File: src/pfi_pkg.sv
// ----------------------------------------------------------------------------
// Palette fade interpolator package
// Widths, command and register codes, sequencer states and the request
// structure for the shared channel unit.
// ----------------------------------------------------------------------------
package pfi_pkg;

  localparam int PALETTE_ENTRIES_DEF = 16;

  localparam int COLOR_W = 12;
  localparam int CHAN_W  = 3;
  localparam int STEP_W  = 12;
  localparam int DELAY_W = 15;
  localparam int SEL_W   = 2;
  localparam int ENTRY_W = 4;
  localparam int CMD_W   = 2;
  localparam int NUM_W   = 15;
  localparam int ADDR_W  = 4;
  localparam int DATA_W  = 32;

  localparam logic [COLOR_W-1:0] CH_HI_MASK  = 12'he00;
  localparam logic [COLOR_W-1:0] CH_MID_MASK = 12'h0e0;
  localparam logic [COLOR_W-1:0] CH_LO_MASK  = 12'h00e;
  localparam logic [COLOR_W-1:0] COLOR_MASK  = CH_HI_MASK | CH_MID_MASK | CH_LO_MASK;

  localparam logic [CMD_W-1:0] CMD_LOAD  = 2'd0;
  localparam logic [CMD_W-1:0] CMD_START = 2'd1;
  localparam logic [CMD_W-1:0] CMD_STEP  = 2'd2;

  localparam logic [1:0] REG_TOTAL  = 2'd0;
  localparam logic [1:0] REG_DELAY  = 2'd1;
  localparam logic [1:0] REG_SELECT = 2'd2;

  localparam logic [1:0] CH_HI  = 2'd0;
  localparam logic [1:0] CH_MID = 2'd1;
  localparam logic [1:0] CH_LO  = 2'd2;

  typedef enum logic [2:0] {
    ST_IDLE,
    ST_READ,
    ST_START_OUT,
    ST_MUL,
    ST_DIV
  } state_t;

  typedef struct packed {
    logic              load;
    logic [CHAN_W-1:0] start_ch;
    logic [CHAN_W-1:0] end_ch;
  } mix_req_t;

endpackage

File: src/pfi_mix_unit.sv
// ----------------------------------------------------------------------------
// Palette fade channel unit
// Forms start*left + end*done for one 3-bit channel into a register, then
// divides it by total_steps with a three-step restoring divider.
// ----------------------------------------------------------------------------
module pfi_mix_unit (
  input  logic                       clk,
  input  pfi_pkg::mix_req_t          req,
  input  logic [pfi_pkg::STEP_W-1:0] left,
  input  logic [pfi_pkg::STEP_W-1:0] done,
  input  logic [pfi_pkg::STEP_W-1:0] total,
  output logic [pfi_pkg::CHAN_W-1:0] quotient
);
  import pfi_pkg::*;

  logic [NUM_W-1:0] prod_s;
  logic [NUM_W-1:0] prod_e;
  logic [NUM_W-1:0] num;
  logic [NUM_W-1:0] div4;
  logic [NUM_W-1:0] div2;
  logic [NUM_W-1:0] div1;
  logic [NUM_W-1:0] rem1;
  logic [NUM_W-1:0] rem2;
  logic             q2;
  logic             q1;
  logic             q0;

  assign prod_s = NUM_W'(req.start_ch) * NUM_W'(left);
  assign prod_e = NUM_W'(req.end_ch) * NUM_W'(done);

  // The sum never exceeds 7 * 4095, so it fits without wrapping.
  always_ff @(posedge clk) begin
    if (req.load) begin
      num <= prod_s + prod_e;
    end
  end

  // The quotient is at most 7 because left + done equals total.
  assign div4 = {1'b0, total, 2'b00};
  assign div2 = {2'b00, total, 1'b0};
  assign div1 = {3'b000, total};

  assign q2   = (num >= div4);
  assign rem1 = q2 ? (num - div4) : num;
  assign q1   = (rem1 >= div2);
  assign rem2 = q1 ? (rem1 - div2) : rem1;
  assign q0   = (rem2 >= div1);

  assign quotient = {q2, q1, q0};

endmodule

File: src/palette_fade_interpolator.sv
// ----------------------------------------------------------------------------
// Palette fade interpolator
// Holds start and end colors for each palette entry and emits either the
// start palette or one interpolated step of the fade, one entry per result.
// ----------------------------------------------------------------------------
// Channel   Ports                                        Transfer
// command   start, busy, command, entry_index,          start high, busy low
//           start_color, end_color
// result    strobe, palette_number, entry_number,       strobe high, one cycle
//           color, delay_add, last
// config    psel, penable, pwrite, paddr, pwdata,        APB access phase
//           prdata, pready
//
// A load or an ignored command leaves the sequencer idle. A start fade visits
// a memory read state and then an output state for each entry. A step visits
// a read state for each entry, then a multiply state and a divide state
// on the shared channel unit for each of the three channels.
// Reset clears the sequencer, step count, config registers and strobe; the
// palette memories are undefined until loaded. The receiver cannot stall results.
// ----------------------------------------------------------------------------
module palette_fade_interpolator #(
  parameter int PALETTE_ENTRIES = pfi_pkg::PALETTE_ENTRIES_DEF
) (
  input  logic                        clk,
  input  logic                        rst,
  input  logic                        start,
  output logic                        busy,
  input  logic [pfi_pkg::CMD_W-1:0]   command,
  input  logic [pfi_pkg::ENTRY_W-1:0] entry_index,
  input  logic [pfi_pkg::COLOR_W-1:0] start_color,
  input  logic [pfi_pkg::COLOR_W-1:0] end_color,
  input  logic                        psel,
  input  logic                        penable,
  input  logic                        pwrite,
  input  logic [pfi_pkg::ADDR_W-1:0]  paddr,
  input  logic [pfi_pkg::DATA_W-1:0]  pwdata,
  output logic [pfi_pkg::DATA_W-1:0]  prdata,
  output logic                        pready,
  output logic                        strobe,
  output logic [pfi_pkg::SEL_W-1:0]   palette_number,
  output logic [pfi_pkg::ENTRY_W-1:0] entry_number,
  output logic [pfi_pkg::COLOR_W-1:0] color,
  output logic [pfi_pkg::DELAY_W-1:0] delay_add,
  output logic                        last
);
  import pfi_pkg::*;

  localparam int AW = (PALETTE_ENTRIES > 1) ? $clog2(PALETTE_ENTRIES) : 1;
  localparam logic [AW-1:0] LAST_ENT = AW'(PALETTE_ENTRIES - 1);

  logic [STEP_W-1:0]  total_steps;
  logic [DELAY_W-1:0] step_delay;
  logic [SEL_W-1:0]   palette_select;

  logic [COLOR_W-1:0] start_mem [PALETTE_ENTRIES];
  logic [COLOR_W-1:0] end_mem   [PALETTE_ENTRIES];
  logic [COLOR_W-1:0] start_rd;
  logic [COLOR_W-1:0] end_rd;

  state_t             state;
  state_t             state_next;
  logic [AW-1:0]      ent;
  logic [AW-1:0]      ent_next;
  logic [1:0]         ch;
  logic [1:0]         ch_next;
  logic               step_mode;
  logic               step_mode_next;
  logic [STEP_W-1:0]  steps_done;
  logic [STEP_W-1:0]  steps_done_next;
  logic [CHAN_W-1:0]  q_hi;
  logic [CHAN_W-1:0]  q_mid;
  logic [CHAN_W-1:0]  quot;
  logic [STEP_W-1:0]  left;
  mix_req_t           req;

  logic               accept;
  logic               cfg_write;
  logic               load_write;
  logic               out_load;
  logic [COLOR_W-1:0] out_color;

  assign accept     = start && !busy;
  assign busy       = (state != ST_IDLE);
  assign cfg_write  = psel && penable && pwrite && pready;
  assign load_write = accept && (command == CMD_LOAD) &&
                      (32'(entry_index) < 32'(PALETTE_ENTRIES));
  assign pready     = 1'b1;

  // Configuration registers.
  always_ff @(posedge clk) begin
    if (rst) begin
      total_steps    <= '0;
      step_delay     <= '0;
      palette_select <= '0;
    end else if (cfg_write) begin
      unique case (paddr[3:2])
        REG_TOTAL:  total_steps    <= pwdata[STEP_W-1:0];
        REG_DELAY:  step_delay     <= pwdata[DELAY_W-1:0];
        REG_SELECT: palette_select <= pwdata[SEL_W-1:0];
        default: ;
      endcase
    end
  end

  always_comb begin
    unique case (paddr[3:2])
      REG_TOTAL:  prdata = DATA_W'(total_steps);
      REG_DELAY:  prdata = DATA_W'(step_delay);
      REG_SELECT: prdata = DATA_W'(palette_select);
      default:    prdata = '0;
    endcase
  end

  // Palette memories with registered read at the current entry.
  always_ff @(posedge clk) begin
    if (load_write) begin
      start_mem[AW'(entry_index)] <= start_color;
      end_mem[AW'(entry_index)]   <= end_color;
    end
    if (state == ST_READ) begin
      start_rd <= start_mem[ent];
      end_rd   <= end_mem[ent];
    end
  end

  assign left = total_steps - steps_done;

  always_comb begin
    req.load = (state == ST_MUL);
    unique case (ch)
      CH_HI: begin
        req.start_ch = start_rd[11:9];
        req.end_ch   = end_rd[11:9];
      end
      CH_MID: begin
        req.start_ch = start_rd[7:5];
        req.end_ch   = end_rd[7:5];
      end
      CH_LO: begin
        req.start_ch = start_rd[3:1];
        req.end_ch   = end_rd[3:1];
      end
      default: begin
        req.start_ch = '0;
        req.end_ch   = '0;
      end
    endcase
  end

  pfi_mix_unit u_mix (
    .clk      (clk),
    .req      (req),
    .left     (left),
    .done     (steps_done),
    .total    (total_steps),
    .quotient (quot)
  );

  // Sequencer.
  always_ff @(posedge clk) begin
    if (rst) begin
      state      <= ST_IDLE;
      ent        <= '0;
      ch         <= CH_HI;
      step_mode  <= 1'b0;
      steps_done <= '0;
    end else begin
      state      <= state_next;
      ent        <= ent_next;
      ch         <= ch_next;
      step_mode  <= step_mode_next;
      steps_done <= steps_done_next;
    end
  end

  always_comb begin
    state_next      = state;
    ent_next        = ent;
    ch_next         = ch;
    step_mode_next  = step_mode;
    steps_done_next = steps_done;
    out_load        = 1'b0;
    out_color       = '0;
    unique case (state)
      ST_IDLE: begin
        if (accept) begin
          unique case (command)
            CMD_START: begin
              steps_done_next = '0;
              step_mode_next  = 1'b0;
              ent_next        = '0;
              state_next      = ST_READ;
            end
            CMD_STEP: begin
              if ((total_steps != '0) && (steps_done < total_steps)) begin
                steps_done_next = steps_done + STEP_W'(1);
                step_mode_next  = 1'b1;
                ent_next        = '0;
                state_next      = ST_READ;
              end
            end
            default: ;
          endcase
        end
      end
      ST_READ: begin
        ch_next    = CH_HI;
        state_next = step_mode ? ST_MUL : ST_START_OUT;
      end
      ST_START_OUT: begin
        out_load  = 1'b1;
        out_color = start_rd & COLOR_MASK;
        if (ent == LAST_ENT) begin
          state_next = ST_IDLE;
        end else begin
          ent_next   = ent + AW'(1);
          state_next = ST_READ;
        end
      end
      ST_MUL: begin
        state_next = ST_DIV;
      end
      ST_DIV: begin
        if (ch == CH_LO) begin
          out_load  = 1'b1;
          out_color = {q_hi, 1'b0, q_mid, 1'b0, quot, 1'b0};
          if (ent == LAST_ENT) begin
            state_next = ST_IDLE;
          end else begin
            ent_next   = ent + AW'(1);
            state_next = ST_READ;
          end
        end else begin
          ch_next    = ch + 2'd1;
          state_next = ST_MUL;
        end
      end
      default: state_next = ST_IDLE;
    endcase
  end

  always_ff @(posedge clk) begin
    if (state == ST_DIV) begin
      if (ch == CH_HI) begin
        q_hi <= quot;
      end
      if (ch == CH_MID) begin
        q_mid <= quot;
      end
    end
  end

  // Result register.
  always_ff @(posedge clk) begin
    if (rst) begin
      strobe <= 1'b0;
    end else begin
      strobe <= out_load;
    end
  end

  always_ff @(posedge clk) begin
    if (out_load) begin
      palette_number <= palette_select;
      entry_number   <= ENTRY_W'(ent);
      color          <= out_color;
      delay_add      <= step_mode ? step_delay : '0;
      last           <= (ent == LAST_ENT);
    end
  end

`ifndef SYNTHESIS
  a_strobe_from_run: assert property (@(posedge clk) disable iff (rst)
    strobe |-> $past(busy))
    else $error("result transfer without a running command");

  a_strobe_spaced: assert property (@(posedge clk) disable iff (rst)
    strobe |=> !strobe)
    else $error("results on consecutive cycles");

  a_last_ends_run: assert property (@(posedge clk) disable iff (rst)
    (strobe && last) |-> !busy)
    else $error("sequencer still running after the final entry");

  a_idle_step: assert property (@(posedge clk) disable iff (rst)
    (accept && (command == CMD_STEP) && (steps_done >= total_steps)) |=> !busy)
    else $error("finished fade started a step run");

  a_count_bound: assert property (@(posedge clk) disable iff (rst)
    (busy && step_mode) |-> ((steps_done <= total_steps) && (steps_done != '0)))
    else $error("step count out of range during a step run");
`endif

endmodule
File: config.mk
export PLATFORM = sky130hd
export DESIGN_NAME = palette_fade_interpolator
export DESIGN_NICKNAME = d
export VERILOG_FILES = /design/src/pfi_pkg.sv /design/src/pfi_mix_unit.sv /design/src/palette_fade_interpolator.sv
export SDC_FILE = /design/constraint.sdc
export NUM_CORES = 1
export LEC_CHECK = 0
export CAP_MARGIN = 10
export CELL_PAD_IN_SITES_DETAIL_PLACEMENT = 1
export CELL_PAD_IN_SITES_GLOBAL_PLACEMENT = 1
export CORE_ASPECT_RATIO = 1.1
export CORE_MARGIN = 2
export CORE_UTILIZATION = 53
export DETAILED_ROUTE_END_ITERATION = 12
export DONT_BUFFER_PORTS = 1
export GPL_ROUTABILITY_DRIVEN = 0
export PLACE_DENSITY = 0.81
export SYNTH_ARGS = -nofsm -noshare
export SYNTH_HDL_FRONTEND = slang
export SYNTH_SLANG_ARGS = --single-unit
File: constraint.sdc
create_clock -name clk -period 7.4 [get_ports clk]
set_clock_uncertainty 0.05 [all_clocks]
set_input_delay 0.74 -clock clk [delete_from_list [all_inputs] [get_ports clk]]
set_output_delay 0.74 -clock clk [all_outputs]
set_load 0.01 [all_outputs]
==> qor.yml <==
worst_setup_path_start_kind: "register"
drive_gt1_share_pct: 15.7
cts_resized: 0
via_count: 12200
hpwlAfterDp_um: 34400
grt_first_pass_wirelength_um: 77600
portBuffers: 0
tns_ps: 0
p_sw_uw: 1160
n_antenna_cell: 0
die_x_um: 191
internal_power_uw: 3920
min_period_ps: 6770
start_util_pct: 53.4
max_clock_freq_mhz: 148
postCtsSetupRepairBufs: 0
vias_per_cell: 6.03
syn_area_mm2: 0.0203
dr.pass1.iters: 5
drt-total-wl_um: 50700
hold_ws_ps: 171
grt_start_max_net_pins: 77
clk_latency_ps: 600
syn_avg_cell_area_um2: 13.9
async_flop_share_pct: 0
synthTopCellsByCount: "358 x edfxtp_1, 150 x nand2_1, 93 x inv_1, 90 x mux4_2"
drc: 0
finalNonFillerCells: 2018
hp-class: "in -> reg"
num_rows: 75
dieArea_mm2: 0.0399
drt_iter0_drc: 859
report.final.slew_viol_count: 0
yosys_most_used_dff: "edfxtp_1"
h-tree-depth: 2
synth_edf_count: 358
wl_per_cell_um: 25.1
clkTransAtPathRegs_ps: 60
finalCritPeriodShare_pct: 91.5
postSynthCellCount: 1465
drtAntennaViolNets: 0
overflow: 0
p_seq_share_pct: 50.7
clock_path_buffers: 3
die-height_um: 209
p_sw_share_pct: 22.8
max_slew_margin_pct: 28.1
grt_pass1_vias: 13300
cts_tree: "yes"
root_buffer: "clkbuf_16"
crit_type: "reg -> reg"
track_usage_pct: 26.3
worstMarginPinSlew_ps: 1080
setup_viol_count_final: 0
ys_top_cells_by_area: "edfxtp_1 53%, mux4_2 10%, dfxtp_1 5.1%"
clock_sinks: 410
critPathArrivalTime_ps: 7040
comb_power_share_pct: 7.9
yosysWarnings: 0
cts_buffers: 42
power_density_mw_per_mm2: 228
fin_ws_ps: 631
drv_cap: 0
p_leak_uw: 0.00767
timing.final.hold_violations: 0
dp_cells: 1941
dpl_worst_slack_ps: 725
antenna_found_initial: 0
seq_area_frac_synth_pct: 58.1
yosys.cell_types.count: 78
nets: 1678
ys_seq_elements: 410
area_growth_pct: 9.79
core-area_mm2: 0.0380
yosys.area.top_type: "edfxtp_1"
status: "finished clean"
io_pins: 141
post-synth-top-count-cell: "edfxtp_1"
rsz0062_at_grt: "false"
endpoint_kind: "register"
ctsHoldBuffers: 0
cp.required_ps: 7670
ir_drop_mv: 0.224
crit_fanout: 24
netlist.area_leader.share_pct: 52.9
power.share.clock_pct: 41.4
-- final cells by class --
type                            count  area (um^2)
Sequential cell                   410        11800
Tap cell                          500          626
Clock inverter                     21          241
Timing Repair Buffer               34          255
Inverter                           94          355
Multi-Input combinational cell    903         7890
Clock buffer                       56         1120
Fill cell                        3637        15700
-- state kept, by name (all words and copies together) (netlist names), 2 cells and up --
signal and flops:
delay_add 15, state 3, color 9, end_rd 9
entry_number 4, steps_done 12, ent 4, total_steps 12
q_mid 3, palette_select 2, start_rd 9, q_hi 3
step_delay 15, start_mem 144, u_mix.num 15, end_mem 144
ch 2, palette_number 2
-- through the flow --
| stage | instance area [um^2] | util (%) | total power [uW] |
|---|---|---|---|
| 2_1_floorplan | 20400 | - | 2940 |
| 3_3_place_gp | 20900 | 55.0 | 3010 |
| 3_5_place_dp | 20900 | 55.0 | 3030 |
| 4_1_cts | 22300 | 58.6 | 5110 |
| 5_1_grt | 22300 | 58.7 | 5220 |
| 6_report | 22300 | 58.7 | 5080 |
-- per-layer routing --
metal | track usage, % | part of all wire, % | vias to the layer above
met1 | 31.4 | 38 | 6251
met2 | 46.8 | 52 | 344
li1 | - | - | 5460
met5 | 0 | 0 | -
met3 | 4.98 | 5.5 | 111
met4 | 10.6 | 3.8 | 0
-- worst max-delay path, stage by stage, from the launching register on --
cell and delay (ps):
dfxtp_1 380, inv_1 110, ha_1 370, nand2_1 110, nor4_2 330, nor3_2 100, o211ai_4 630, nor2_1 110
a21oi_1 230, ha_1 340, nor2b_1 180, o31a_1 300, o31a_2 350, o21ai_4 190, and4bb_4 400, inv_4 140
nor2_1 140, a21oi_2 40, ha_1 270, a211oi_1 220, o21ai_0 140, a221o_1 340, a221oi_1 390, o311ai_0 260
o21ai_0 210, nand2_1 140
-- logic make-up (layout without fill, tap and decap cells) --
group | count (synthesis) | in the layout | share of synthesized area, %
buffers and inverters | 171 | 205 | 3.71
and+or+nand+nor | 406 | 406 | 9.61
muxes | 111 | 111 | 11.1
AOI/OAI and AO/OA | 208 | 208 | 6.71
DFF | 410 | 410 | 58.1
xor gates and xnor gates | 36 | 36 | 1.55
adders and majority gates | 121 | 121 | 9.23
other | 2 | 21 | 0.0370
-- layout by cell type, fill, tap and decap left out, drive strengths merged, types with 15 or more instances in the layout --
master  synthesis  routed
a21oi          88      88
and2           34      34
buf            37      34
clkbuf         40      56
clkinv          0      17
conb            2      21
dfxtp          52      52
edfxtp        358     358
fa             48      48
ha             73      73
inv            94      95
mux2i          16      16
mux4           90      90
nand2         150     150
nand3          17      17
nor2           86      86
nor2b          18      18
nor3           34      34
o21ai          40      40
xnor2          21      21
xor2           15      15
-- worst paths after layout --
| check | cells past startpoint | slack, ps | start | endpoint |
|---|---|---|---|---|
| max | 25 | 630 | total_steps[4]$_SDFFE_PP0P_ | q_hi[0]$_DFFE_PP_ |
| min | 1 | 170 | rst | strobe$_SDFF_PP0_ |
| max reg2reg | 25 | 630 | total_steps[4]$_SDFFE_PP0P_ | q_hi[0]$_DFFE_PP_ |
| min reg2reg | 2 | 410 | step_delay[2]$_SDFFE_PP0P_ | step_delay[2]$_SDFFE_PP0P_ |
-- power by group through the flow --
stage / Sequential, uW / Clock, uW / Combinational (uW)
finish: 2580 / 2100 / 401
detailed placement: 2630 / 0 / 401
CTS: 2580 / 2130 / 407
global placement: 2620 / 0 / 387
global route: 2580 / 2200 / 438
floorplan: 2600 / 0 / 335
Power figures use the tool's default switching activity.
